<file path="src/rtl/core/ccdst_pkg.sv">
package ccdst_pkg;

  typedef enum logic [1:0] {
    MODE_ADV  = 2'd0,
    MODE_REW  = 2'd1,
    MODE_LOAD = 2'd2,
    MODE_KEEP = 2'd3
  } mode_t;

  typedef enum logic [3:0] {
    CMD_NONE,
    CMD_TAKE,
    CMD_STEP,
    CMD_WALK,
    CMD_MULY,
    CMD_YMOD,
    CMD_LDAY,
    CMD_WPREP,
    CMD_MULW,
    CMD_WSUM,
    CMD_MUL7,
    CMD_FINISH
  } cmd_t;

  localparam logic [1:0] DST_NONE   = 2'd0;
  localparam logic [1:0] DST_SPRING = 2'd1;
  localparam logic [1:0] DST_FALL   = 2'd2;

  localparam logic [9:0] MSEC_MAX  = 10'd999;
  localparam logic [5:0] SEC_MAX   = 6'd59;
  localparam logic [5:0] MIN_MAX   = 6'd59;
  localparam logic [4:0] HOUR_MAX  = 5'd23;
  localparam logic [3:0] MONTH_MAX = 4'd11;
  localparam logic [3:0] MONTH_FEB = 4'd1;
  localparam logic [3:0] MONTH_MAR = 4'd2;
  localparam logic [3:0] MONTH_OCT = 4'd9;

  localparam logic [13:0] YEAR_RESET  = 14'd2014;
  localparam logic [6:0]  YMOD_RESET  = 7'd14;
  localparam logic [1:0]  YCENT_RESET = 2'd0;
  localparam logic [13:0] YEAR_TOP    = 14'd16383;
  localparam logic [6:0]  YMOD_TOP    = 7'd83;
  localparam logic [1:0]  YCENT_TOP   = 2'd3;

  // floor(x/100) = (x*5243) >> 19 for x < 32768
  localparam logic [12:0] RECIP100    = 13'd5243;
  // floor(x/7) = (x*37450) >> 18 for x < 32768
  localparam logic [15:0] RECIP7      = 16'd37450;

  localparam logic [4:0] DST_DAY_MIN  = 5'd24;
  localparam logic [4:0] DST_HOUR_MIN = 5'd2;
  localparam logic [2:0] SUNDAY       = 3'd6;

  function automatic logic [4:0] days_in(input logic [3:0] month, input logic leap);
    logic [4:0] n;
    unique case (month) inside
      4'd1:                      n = leap ? 5'd29 : 5'd28;
      4'd3, 4'd5, 4'd8, 4'd10:   n = 5'd30;
      default:                   n = 5'd31;
    endcase
    return n;
  endfunction

  // floor(23*m/9) for one-based month m
  function automatic logic [4:0] month_term(input logic [3:0] month);
    logic [4:0] t;
    unique case (month)
      4'd0:    t = 5'd2;
      4'd1:    t = 5'd5;
      4'd2:    t = 5'd7;
      4'd3:    t = 5'd10;
      4'd4:    t = 5'd12;
      4'd5:    t = 5'd15;
      4'd6:    t = 5'd17;
      4'd7:    t = 5'd20;
      4'd8:    t = 5'd23;
      4'd9:    t = 5'd25;
      4'd10:   t = 5'd28;
      default: t = 5'd30;
    endcase
    return t;
  endfunction

endpackage

</file>
<file path="src/rtl/core/ccdst_ctrl.sv">
module ccdst_ctrl (
  input  logic              clk,
  input  logic              rst_n,
  input  logic              in_valid,
  input  logic [1:0]        in_mode,
  output logic              in_ready,
  input  logic              out_ready,
  output logic              out_valid,
  input  logic              walk_done,
  output ccdst_pkg::cmd_t   cmd
);

  typedef enum logic [3:0] {
    S_IDLE,
    S_STEP,
    S_WALK,
    S_LQ,
    S_LMOD,
    S_LDAY,
    S_WY,
    S_WQ,
    S_WSUM,
    S_WQ7,
    S_WOUT
  } state_t;

  state_t state_r, state_nxt;
  logic   out_valid_r, out_valid_nxt;

  assign in_ready  = (state_r == S_IDLE);
  assign out_valid = out_valid_r;

  always_comb begin
    state_nxt     = state_r;
    out_valid_nxt = out_valid_r && !out_ready;
    cmd           = ccdst_pkg::CMD_NONE;
    unique case (state_r)
      S_IDLE: begin
        if (in_valid) begin
          cmd = ccdst_pkg::CMD_TAKE;
          unique case (ccdst_pkg::mode_t'(in_mode)) inside
            ccdst_pkg::MODE_ADV,
            ccdst_pkg::MODE_REW:  state_nxt = S_STEP;
            ccdst_pkg::MODE_LOAD: state_nxt = S_LQ;
            default:              state_nxt = S_WY;
          endcase
        end
      end
      S_STEP: begin
        cmd       = ccdst_pkg::CMD_STEP;
        state_nxt = S_WALK;
      end
      S_WALK: begin
        cmd = ccdst_pkg::CMD_WALK;
        if (walk_done) begin
          state_nxt = S_WY;
        end
      end
      S_LQ: begin
        cmd       = ccdst_pkg::CMD_MULY;
        state_nxt = S_LMOD;
      end
      S_LMOD: begin
        cmd       = ccdst_pkg::CMD_YMOD;
        state_nxt = S_LDAY;
      end
      S_LDAY: begin
        cmd       = ccdst_pkg::CMD_LDAY;
        state_nxt = S_WY;
      end
      S_WY: begin
        cmd       = ccdst_pkg::CMD_WPREP;
        state_nxt = S_WQ;
      end
      S_WQ: begin
        cmd       = ccdst_pkg::CMD_MULW;
        state_nxt = S_WSUM;
      end
      S_WSUM: begin
        cmd       = ccdst_pkg::CMD_WSUM;
        state_nxt = S_WQ7;
      end
      S_WQ7: begin
        cmd       = ccdst_pkg::CMD_MUL7;
        state_nxt = S_WOUT;
      end
      S_WOUT: begin
        if (!out_valid_r || out_ready) begin
          cmd           = ccdst_pkg::CMD_FINISH;
          out_valid_nxt = 1'b1;
          state_nxt     = S_IDLE;
        end
      end
      default: state_nxt = S_IDLE;
    endcase
  end

  always_ff @(posedge clk) begin
    if (!rst_n) begin
      state_r     <= S_IDLE;
      out_valid_r <= 1'b0;
    end else begin
      state_r     <= state_nxt;
      out_valid_r <= out_valid_nxt;
    end
  end

endmodule

</file>
<file path="src/rtl/core/ccdst_dp.sv">
module ccdst_dp (
  input  logic              clk,
  input  logic              rst_n,
  input  ccdst_pkg::cmd_t   cmd,
  input  logic [1:0]        in_mode,
  input  logic [9:0]        in_msec_val,
  input  logic [5:0]        in_sec_val,
  input  logic [5:0]        in_min_val,
  input  logic [4:0]        in_hour_val,
  input  logic [9:0]        in_day_val,
  input  logic [3:0]        in_month_val,
  input  logic [13:0]       in_year_val,
  output logic              walk_done,
  output logic [13:0]       out_year_out,
  output logic [3:0]        out_month_out,
  output logic [4:0]        out_day_out,
  output logic [4:0]        out_hour_out,
  output logic [5:0]        out_minute_out,
  output logic [5:0]        out_second_out,
  output logic [9:0]        out_msec_out,
  output logic [2:0]        out_weekday_out,
  output logic [1:0]        out_dst_event
);

  // calendar state
  logic [13:0] year_r;
  logic [3:0]  month_r;
  logic [4:0]  day_r;
  logic [4:0]  hour_r;
  logic [5:0]  min_r;
  logic [5:0]  sec_r;
  logic [9:0]  msec_r;
  logic [6:0]  ymod_r;
  logic [1:0]  ycent_r;
  logic        summer_r;
  logic        winter_r;

  // work registers
  logic [1:0]  mode_r;
  logic [9:0]  sp_ms_r;
  logic [5:0]  sp_s_r;
  logic [5:0]  sp_mi_r;
  logic [4:0]  sp_h_r;
  logic [9:0]  dv_r;
  logic [11:0] day_w_r;
  logic [7:0]  mq_r;
  logic [14:0] wy_r;
  logic [14:0] wd_r;
  logic [14:0] ws_r;
  logic [11:0] q7_r;

  logic [9:0]  sat_ms;
  logic [5:0]  sat_s;
  logic [5:0]  sat_mi;
  logic [4:0]  sat_h;
  logic [3:0]  sat_mo;

  assign sat_ms = (in_msec_val > ccdst_pkg::MSEC_MAX) ? ccdst_pkg::MSEC_MAX : in_msec_val;
  assign sat_s  = (in_sec_val  > ccdst_pkg::SEC_MAX)  ? ccdst_pkg::SEC_MAX  : in_sec_val;
  assign sat_mi = (in_min_val  > ccdst_pkg::MIN_MAX)  ? ccdst_pkg::MIN_MAX  : in_min_val;
  assign sat_h  = (in_hour_val > ccdst_pkg::HOUR_MAX) ? ccdst_pkg::HOUR_MAX : in_hour_val;
  assign sat_mo = (in_month_val > ccdst_pkg::MONTH_MAX) ? ccdst_pkg::MONTH_MAX : in_month_val;

  logic is_rew;
  assign is_rew = (mode_r == ccdst_pkg::MODE_REW);

  // advance: add with one carry per field
  logic [10:0] a_ms;
  logic [6:0]  a_s, a_mi;
  logic [5:0]  a_h;
  logic        c0, c1, c2, c3;
  logic [9:0]  a_ms_n;
  logic [5:0]  a_s_n, a_mi_n;
  logic [4:0]  a_h_n;
  logic [11:0] a_day;

  always_comb begin
    a_ms   = {1'b0, msec_r} + {1'b0, sp_ms_r};
    c0     = (a_ms >= 11'd1000);
    a_ms_n = c0 ? 10'(a_ms - 11'd1000) : a_ms[9:0];
    a_s    = {1'b0, sec_r} + {6'd0, c0} + {1'b0, sp_s_r};
    c1     = (a_s >= 7'd60);
    a_s_n  = c1 ? 6'(a_s - 7'd60) : a_s[5:0];
    a_mi   = {1'b0, min_r} + {6'd0, c1} + {1'b0, sp_mi_r};
    c2     = (a_mi >= 7'd60);
    a_mi_n = c2 ? 6'(a_mi - 7'd60) : a_mi[5:0];
    a_h    = {1'b0, hour_r} + {5'd0, c2} + {1'b0, sp_h_r};
    c3     = (a_h >= 6'd24);
    a_h_n  = c3 ? 5'(a_h - 6'd24) : a_h[4:0];
    a_day  = {7'd0, day_r} + {11'd0, c3} + {2'd0, dv_r};
  end

  // rewind: subtract with one borrow per field
  logic        b0, b1, b2, b3;
  logic [6:0]  r_st, r_mt;
  logic [5:0]  r_ht;
  logic [9:0]  r_ms_n;
  logic [5:0]  r_s_n, r_mi_n;
  logic [4:0]  r_h_n;
  logic [11:0] r_day;

  always_comb begin
    b0     = (msec_r < sp_ms_r);
    r_ms_n = b0 ? 10'({1'b0, msec_r} + 11'd1000 - {1'b0, sp_ms_r})
                : 10'(msec_r - sp_ms_r);
    r_st   = {1'b0, sp_s_r} + {6'd0, b0};
    b1     = ({1'b0, sec_r} < r_st);
    r_s_n  = b1 ? 6'({1'b0, sec_r} + 7'd60 - r_st) : 6'({1'b0, sec_r} - r_st);
    r_mt   = {1'b0, sp_mi_r} + {6'd0, b1};
    b2     = ({1'b0, min_r} < r_mt);
    r_mi_n = b2 ? 6'({1'b0, min_r} + 7'd60 - r_mt) : 6'({1'b0, min_r} - r_mt);
    r_ht   = {1'b0, sp_h_r} + {5'd0, b2};
    b3     = ({1'b0, hour_r} < r_ht);
    r_h_n  = b3 ? 5'({1'b0, hour_r} + 6'd24 - r_ht) : 5'({1'b0, hour_r} - r_ht);
    r_day  = {7'd0, day_r} - {11'd0, b3} - {2'd0, dv_r};
  end

  // month walk
  logic        leap;
  logic [3:0]  prev_month;
  logic [3:0]  wk_month;
  logic [4:0]  wk_len;
  logic [13:0] yinc, ydec;
  logic [6:0]  minc, mdec;
  logic [1:0]  cinc, cdec;

  always_comb begin
    leap       = (year_r[1:0] == 2'd0) && ((ymod_r != 7'd0) || (ycent_r == 2'd0));
    prev_month = (month_r == 4'd0) ? ccdst_pkg::MONTH_MAX : 4'(month_r - 4'd1);
    wk_month   = is_rew ? prev_month : month_r;
    wk_len     = ccdst_pkg::days_in(wk_month, leap);
    walk_done  = is_rew ? !day_w_r[11] : (day_w_r < {7'd0, wk_len});

    if (year_r == ccdst_pkg::YEAR_TOP) begin
      yinc = 14'd0;
      minc = 7'd0;
      cinc = 2'd0;
    end else begin
      yinc = 14'(year_r + 14'd1);
      minc = (ymod_r == 7'd99) ? 7'd0 : 7'(ymod_r + 7'd1);
      cinc = (ymod_r == 7'd99) ? 2'(ycent_r + 2'd1) : ycent_r;
    end
    if (year_r == 14'd0) begin
      ydec = ccdst_pkg::YEAR_TOP;
      mdec = ccdst_pkg::YMOD_TOP;
      cdec = ccdst_pkg::YCENT_TOP;
    end else begin
      ydec = 14'(year_r - 14'd1);
      mdec = (ymod_r == 7'd0) ? 7'd99 : 7'(ymod_r - 7'd1);
      cdec = (ymod_r == 7'd0) ? 2'(ycent_r - 2'd1) : ycent_r;
    end
  end

  // shared divide-by-100 multiplier
  logic [14:0] mul_a;
  logic [27:0] prod100;
  logic [30:0] prod7;
  logic [13:0] ymod_full;

  assign mul_a     = (cmd == ccdst_pkg::CMD_MULY) ? {1'b0, year_r} : wy_r;
  assign prod100   = 28'(mul_a) * 28'(ccdst_pkg::RECIP100);
  assign prod7     = 31'(ws_r) * 31'(ccdst_pkg::RECIP7);
  assign ymod_full = year_r - ({6'd0, mq_r} * 14'd100);

  logic [4:0]  ld_max;
  logic [14:0] w_rem;
  logic [2:0]  wday;
  logic        dst_ok;
  logic        fire_spring, fire_fall;

  always_comb begin
    ld_max      = 5'(ccdst_pkg::days_in(month_r, leap) - 5'd1);
    w_rem       = ws_r - ({3'd0, q7_r} * 15'd7);
    wday        = w_rem[2:0];
    dst_ok      = (day_r >= ccdst_pkg::DST_DAY_MIN) && (hour_r >= ccdst_pkg::DST_HOUR_MIN)
                  && (wday == ccdst_pkg::SUNDAY);
    fire_spring = dst_ok && (month_r == ccdst_pkg::MONTH_MAR) && !summer_r;
    fire_fall   = dst_ok && !fire_spring && (month_r == ccdst_pkg::MONTH_OCT) && !winter_r;
  end

  always_ff @(posedge clk) begin
    if (!rst_n) begin
      year_r   <= ccdst_pkg::YEAR_RESET;
      month_r  <= 4'd0;
      day_r    <= 5'd0;
      hour_r   <= 5'd0;
      min_r    <= 6'd0;
      sec_r    <= 6'd0;
      msec_r   <= 10'd0;
      ymod_r   <= ccdst_pkg::YMOD_RESET;
      ycent_r  <= ccdst_pkg::YCENT_RESET;
      summer_r <= 1'b0;
      winter_r <= 1'b0;
    end else begin
      unique case (cmd)
        ccdst_pkg::CMD_TAKE: begin
          if (in_mode == ccdst_pkg::MODE_LOAD) begin
            year_r  <= in_year_val;
            month_r <= sat_mo;
            hour_r  <= sat_h;
            min_r   <= sat_mi;
            sec_r   <= sat_s;
            msec_r  <= sat_ms;
          end
        end
        ccdst_pkg::CMD_STEP: begin
          msec_r <= is_rew ? r_ms_n : a_ms_n;
          sec_r  <= is_rew ? r_s_n  : a_s_n;
          min_r  <= is_rew ? r_mi_n : a_mi_n;
          hour_r <= is_rew ? r_h_n  : a_h_n;
        end
        ccdst_pkg::CMD_WALK: begin
          if (walk_done) begin
            day_r <= day_w_r[4:0];
          end else if (is_rew) begin
            month_r <= prev_month;
            if (month_r == 4'd0) begin
              year_r  <= ydec;
              ymod_r  <= mdec;
              ycent_r <= cdec;
            end
          end else begin
            if (month_r == ccdst_pkg::MONTH_MAX) begin
              month_r <= 4'd0;
              year_r  <= yinc;
              ymod_r  <= minc;
              ycent_r <= cinc;
            end else begin
              month_r <= 4'(month_r + 4'd1);
            end
          end
        end
        ccdst_pkg::CMD_YMOD: begin
          ymod_r  <= ymod_full[6:0];
          ycent_r <= mq_r[1:0];
        end
        ccdst_pkg::CMD_LDAY: begin
          day_r <= ({5'd0, ld_max} < dv_r) ? ld_max : dv_r[4:0];
        end
        ccdst_pkg::CMD_FINISH: begin
          if (fire_spring) begin
            summer_r <= 1'b1;
            winter_r <= 1'b0;
          end else if (fire_fall) begin
            winter_r <= 1'b1;
            summer_r <= 1'b0;
          end
        end
        default: begin
        end
      endcase
    end
  end

  always_ff @(posedge clk) begin
    unique case (cmd) inside
      ccdst_pkg::CMD_TAKE: begin
        mode_r  <= in_mode;
        sp_ms_r <= sat_ms;
        sp_s_r  <= sat_s;
        sp_mi_r <= sat_mi;
        sp_h_r  <= sat_h;
        dv_r    <= in_day_val;
      end
      ccdst_pkg::CMD_STEP: begin
        day_w_r <= is_rew ? r_day : a_day;
      end
      ccdst_pkg::CMD_WALK: begin
        if (!walk_done) begin
          day_w_r <= is_rew ? 12'(day_w_r + {7'd0, wk_len})
                            : 12'(day_w_r - {7'd0, wk_len});
        end
      end
      ccdst_pkg::CMD_MULY, ccdst_pkg::CMD_MULW: begin
        mq_r <= prod100[26:19];
      end
      ccdst_pkg::CMD_WPREP: begin
        if (month_r < 4'd2) begin
          wy_r <= {1'b0, year_r} + 15'd399;
          wd_r <= {1'b0, year_r} + {10'd0, day_r} + {10'd0, ccdst_pkg::month_term(month_r)}
                  + 15'd411;
        end else begin
          wy_r <= {1'b0, year_r} + 15'd400;
          wd_r <= {1'b0, year_r} + {10'd0, day_r} + {10'd0, ccdst_pkg::month_term(month_r)}
                  + 15'd409;
        end
      end
      ccdst_pkg::CMD_WSUM: begin
        ws_r <= wd_r + {2'd0, wy_r[14:2]} - {7'd0, mq_r} + {9'd0, mq_r[7:2]};
      end
      ccdst_pkg::CMD_MUL7: begin
        q7_r <= prod7[29:18];
      end
      ccdst_pkg::CMD_FINISH: begin
        out_year_out    <= year_r;
        out_month_out   <= month_r;
        out_day_out     <= day_r;
        out_hour_out    <= hour_r;
        out_minute_out  <= min_r;
        out_second_out  <= sec_r;
        out_msec_out    <= msec_r;
        out_weekday_out <= wday;
        out_dst_event   <= fire_spring ? ccdst_pkg::DST_SPRING
                         : fire_fall   ? ccdst_pkg::DST_FALL
                         : ccdst_pkg::DST_NONE;
      end
      default: begin
      end
    endcase
  end

endmodule

</file>
<file path="src/rtl/core/calendar_clock_with_dst.sv">
// An advance or rewind item steps the time fields, then walks k month boundaries (one month
// per cycle, up to about 35); a load passes LQ, LMOD and LDAY, an unknown mode skips ahead;
// WY, WQ, WSUM and WQ7 then find the weekday and WOUT registers the result once the last is
// taken. The next item can be taken in the cycle after that, and the result register lets it
// in while the last result waits. Reset (synchronous, rst_n low) sets 2014-01-01 00:00.
module calendar_clock_with_dst (
  input  logic        clk,
  input  logic        rst_n,
  input  logic        in_valid,
  output logic        in_ready,
  input  logic [1:0]  in_mode,
  input  logic [9:0]  in_msec_val,
  input  logic [5:0]  in_sec_val,
  input  logic [5:0]  in_min_val,
  input  logic [4:0]  in_hour_val,
  input  logic [9:0]  in_day_val,
  input  logic [3:0]  in_month_val,
  input  logic [13:0] in_year_val,
  output logic        out_valid,
  input  logic        out_ready,
  output logic [13:0] out_year_out,
  output logic [3:0]  out_month_out,
  output logic [4:0]  out_day_out,
  output logic [4:0]  out_hour_out,
  output logic [5:0]  out_minute_out,
  output logic [5:0]  out_second_out,
  output logic [9:0]  out_msec_out,
  output logic [2:0]  out_weekday_out,
  output logic [1:0]  out_dst_event
);

  ccdst_pkg::cmd_t cmd;
  logic            walk_done;

  ccdst_ctrl u_ctrl (
    .clk       (clk),
    .rst_n     (rst_n),
    .in_valid  (in_valid),
    .in_mode   (in_mode),
    .in_ready  (in_ready),
    .out_ready (out_ready),
    .out_valid (out_valid),
    .walk_done (walk_done),
    .cmd       (cmd)
  );

  ccdst_dp u_dp (
    .clk             (clk),
    .rst_n           (rst_n),
    .cmd             (cmd),
    .in_mode         (in_mode),
    .in_msec_val     (in_msec_val),
    .in_sec_val      (in_sec_val),
    .in_min_val      (in_min_val),
    .in_hour_val     (in_hour_val),
    .in_day_val      (in_day_val),
    .in_month_val    (in_month_val),
    .in_year_val     (in_year_val),
    .walk_done       (walk_done),
    .out_year_out    (out_year_out),
    .out_month_out   (out_month_out),
    .out_day_out     (out_day_out),
    .out_hour_out    (out_hour_out),
    .out_minute_out  (out_minute_out),
    .out_second_out  (out_second_out),
    .out_msec_out    (out_msec_out),
    .out_weekday_out (out_weekday_out),
    .out_dst_event   (out_dst_event)
  );

`ifndef SYNTHESIS
  a_take_cmd: assert property (@(posedge clk) disable iff (!rst_n)
    in_valid && in_ready |-> cmd == ccdst_pkg::CMD_TAKE)
    else $error("accepted item without capture command");

  a_one_item: assert property (@(posedge clk) disable iff (!rst_n)
    in_valid && in_ready |=> !in_ready)
    else $error("second item taken while one is in progress");

  a_result_range: assert property (@(posedge clk) disable iff (!rst_n)
    out_valid |-> out_month_out <= 4'd11 && out_weekday_out <= 3'd6 && out_day_out <= 5'd30)
    else $error("result field out of range");

  a_dst_sunday: assert property (@(posedge clk) disable iff (!rst_n)
    out_valid && out_dst_event != ccdst_pkg::DST_NONE |->
      out_weekday_out == ccdst_pkg::SUNDAY && out_day_out >= 5'd24 && out_hour_out >= 5'd2)
    else $error("daylight saving event outside a qualifying Sunday");
`endif

endmodule

</file>
<file path="config.mk">
export PLATFORM = sky130hd
export DESIGN_NAME = calendar_clock_with_dst
export DESIGN_NICKNAME = d
export VERILOG_FILES = /design/src/rtl/core/ccdst_pkg.sv /design/src/rtl/core/ccdst_ctrl.sv /design/src/rtl/core/ccdst_dp.sv /design/src/rtl/core/calendar_clock_with_dst.sv
export SDC_FILE = /design/constraint.sdc
export NUM_CORES = 1
export LEC_CHECK = 0
export BUFFER_PORTS_ARGS = -buffer_cell sky130_fd_sc_hd__buf_2
export CORE_MARGIN = 1
export CORE_UTILIZATION = 60
export CTS_CLUSTER_SIZE = 10
export DETAILED_ROUTE_END_ITERATION = 6
export GPL_ROUTABILITY_DRIVEN = 0
export HOLD_SLACK_MARGIN = 0.1
export PLACE_DENSITY = 0.78
export SYNTH_ARGS = -nofsm -noshare
export SYNTH_HDL_FRONTEND = slang
export SYNTH_SLANG_ARGS = --single-unit
</file>
<file path="constraint.sdc">
create_clock -name clk -period 16.2 [get_ports clk]
set_input_delay 1.62 -clock clk [delete_from_list [all_inputs] [get_ports clk]]
set_output_delay 1.62 -clock clk [all_outputs]
set_load 0.01 [all_outputs]
</file>
==> metrics.md <==
| Metric | Value |
|---|---|
| Run status | finished clean |
| Synth top cells by count | inv_1, ha_1, nand2_1, edfxtp_1, fa_1 |
| Register area | 6290 sq um |
| Post-CTS Setup Repair Bufs | 0 |
| Total of max-cap violations | 0 |
| Syn Inst Count | 2561 |
| Syn Nets | approximately 3100 |
| #FFs+latches synth | 233 |
| Post-synthesis to final-layout area growth | 7.93% |
| Setup TNS | 0 ps |
| Multi-input gate area | around 16000 sq um |
| Final hold vios | 0 |
| Sequential fraction of the synthesis area | 0.260 |
| Die width | just over 200 um |
| Num CTS Buffers | 28 |
| Total GRT Usage | 0.291 |
| First-pass GRT wire length | 97.0 mm |
| Clk root buf | clkbuf_16 |
| Synth cell types | ~110 |
| Clock Sink Count | 233 |
| Rows | 73 |
| Nets | 3209 |
| Tcrit/Tclk final | 0.713 |
| Synth area leader | edfxtp_1 |
| Largest net degree at the start of global routing | 71 |
| Antenna Cells | 0 |
| Most frequent CP cell | ha_1 |
| Vias in the first global route | slightly below 20000 |
| CTS tree | yes |
| XOR/XNOR share of the synthesized area | 0.0649 |
| Number of nets still failing antenna checks after routing | 0 |
| Hold crit path type | register to register |
| Clk_skew | 15.1 ps |
| Measured slew at the worst slew-check pin | roughly 1300 ps |
| Asr flop ratio synth | 0 |
| Slew margin rel. | 0.112 |
| Routed WL | 59.8 mm |
| Initial antenna violation count | 0 |
| TritonRoute pass-1 iters | 6 |
| CP Capture Type | register |
| Post-synthesis mux area share | 0.0159 |
| WP data arrival | ~12000 ps |
| Worst setup SP type | register |
| Largest family of logic cells by synthesized area | adder cells |
| Post-synth EDFFs | 162 |
| Slowest stage delay, CP | 610 ps |
| Post-Syn Area | 24100 sq um |
| GRT overflow | 0 |
| Fin crit period | 11540 ps |
| Placeable Area | 39700 sq um |
| WP data required | 16490 ps |
| Compound-cell area share of the yosys netlist | 0.150 |
| Full die area | 41000 sq um |
| Dpl hpwl | approximately 46 mm |
| Syn_area_per_cell | 9.43 sq um |
| Initial detailed-routing violation count | 1575 |
| PortBufs | roughly 120 |
| Adder-cell area share of the yosys netlist | 0.307 |
| CTS resizes | 0 |
| Hold-fix buffers at CTS | 0 |
| Yosys warning count | 0 |
| Vias per cell | 6.02 |
| Fillers | 3118 |
| Critical path type | register to register |
| Most frequent cell after synthesis | inv_1 |
| Layout cell share with drive strength beyond 1 | 0.0946 |
| Starting Density | 0.608 |
| Simple-Gate Fraction of Synth Area | 0.125 |
| Worst-skew pair later-pin latency | around 560 ps |
| Slew Viols, Final | 0 |
| Setup Viol. Count Final | 0 |
| CP Max Fanout | 10 |
| DRC violations left | 0 |
| Slowest CP cell | a2111oi_0 |
| Routed wire per std cell | around 19 um |
| Vias | 19200 |
| Top_reg_cell synth | edfxtp_1 |
| Longest Clk Path Bufs | 3 |
| Maximum clock rate | ~87 MHz |
| H-tree depth | 1 |
| Synth top area share | 0.202 |
| Io pins | ~120 |
| RSZ-0062 raised after global routing | no |
| CTS clock-pin slew for the worst setup and hold paths | roughly 60 ps |
| Synth top area cells | edfxtp_1, ha_1, fa_1 |
| Die Y | slightly above 200 um |
==> logic make-up (layout without fill, tap and decap cells) <==
group	Yosys count	count (layout)
DFF	233	233
AOI/OAI and AO/OA	521	521
and+or+nand+nor	601	601
xor gates and xnor gates	179	179
adders and majority gates	507	507
buffers and inverters	482	584
muxes	38	38
==> layer usage <==
metal | global-route usage | vias to the layer above | part of all wire
met5 | 0 | - | 0
met2 | 0.506 | 693 | 0.48
met4 | 0.114 | 0 | 0.037
met1 | 0.376 | 9263 | 0.43
met3 | 0.0247 | 153 | 0.052
li1 | - | 9079 | -
==> final timing paths <==
kind / startpoint / endpoint / slack [ps] / cells past startpoint
setup / recovery: u_dp.sp_ms_r[0]$_DFFE_PP_ / u_dp.day_w_r[10]$_DFFE_PP_ / 4660 / 44
hold / removal: u_dp.sec_r[0]$_SDFFE_PN0P_ / u_dp.out_second_out[0]$_DFFE_PP_ / 450 / 0
hold reg to reg: u_dp.sec_r[0]$_SDFFE_PN0P_ / u_dp.out_second_out[0]$_DFFE_PP_ / 450 / 0
setup reg to reg: u_dp.sp_ms_r[0]$_DFFE_PP_ / u_dp.day_w_r[10]$_DFFE_PP_ / 4660 / 44
==> per-stage QoR <==
step	cell area [sq um]	hold WS [ps]	setup WS (ps)	utilization	cells
after floorplan	24100	403	6370	-	2561
after global placement	25200	448	5330	0.635	3136
final	26100	454	4660	0.656	3188
after CTS	26100	459	4790	0.656	3188
after global routing	26100	471	3770	0.656	3188
after detailed placement	25200	454	4890	0.635	3136
==> worst max-delay path, delay by kind of cell, from the launching register on <==
family,cells,cell delay [ps]
fa+ha+maj,15,4560
flops,1,400
compound gates,17,4240
buf+inv,6,710
simple gates,2,470
xor+xnor,4,870
==> flip-flops by register name, indices dropped and copies added, names as in the netlist, 7 cells and up, named ones only <==
name	count
u_dp.wd_r	15
u_dp.ws_r	15
u_dp.wy_r	15
u_dp.out_year_out	14
u_dp.year_r	14
u_dp.day_w_r	12
u_dp.dv_r	10
u_dp.msec_r	10
u_dp.out_msec_out	10
u_dp.sp_ms_r	10
u_dp.mq_r	8
u_dp.ymod_r	7
==> final cells by class <==
| class | count | area share |
|---|---|---|
| clock buffers | 50 | 0.0313 |
| clock inverters | 2 | 0.000384 |
| repair buffers | 144 | 0.0303 |
| inverters | 388 | 0.0559 |
| flip-flops and latches | 233 | 0.241 |
| multi-input cells | 1846 | 0.616 |
| well taps | 525 | 0.0252 |
==> placed cells by master (no fill, tap or decap), types with 12 or more instances in the layout <==
cell type | synthesis | final
a21o_1 | 28 | 28
clkbuf_16 | 0 | 29
or2_2 | 13 | 13
ha_1 | 365 | 365
o31ai_1 | 12 | 12
dfxtp_1 | 71 | 71
buf_4 | 1 | 27
buf_2 | 18 | 117
and2_1 | 14 | 13
clkbuf_1 | 65 | 20
a211oi_1 | 24 | 24
nor2_1 | 137 | 136
xnor2_1 | 131 | 131
fa_1 | 142 | 142
edfxtp_1 | 162 | 162
xor2_1 | 48 | 48
nor3_1 | 44 | 42
or3_1 | 12 | 12
and3_1 | 23 | 23
nand2_1 | 164 | 164
o21a_1 | 17 | 17
o21ai_0 | 80 | 80
nor2b_1 | 31 | 29
o211ai_1 | 31 | 31
nand2b_1 | 30 | 29
a21oi_1 | 123 | 123
nand3_1 | 68 | 68
mux2i_1 | 35 | 35
inv_1 | 385 | 385
a31oi_1 | 27 | 27
Power is left out: the tool's default activity adds up to more than one toggle a clock period on the data nets, which glitch-free logic cannot reach.
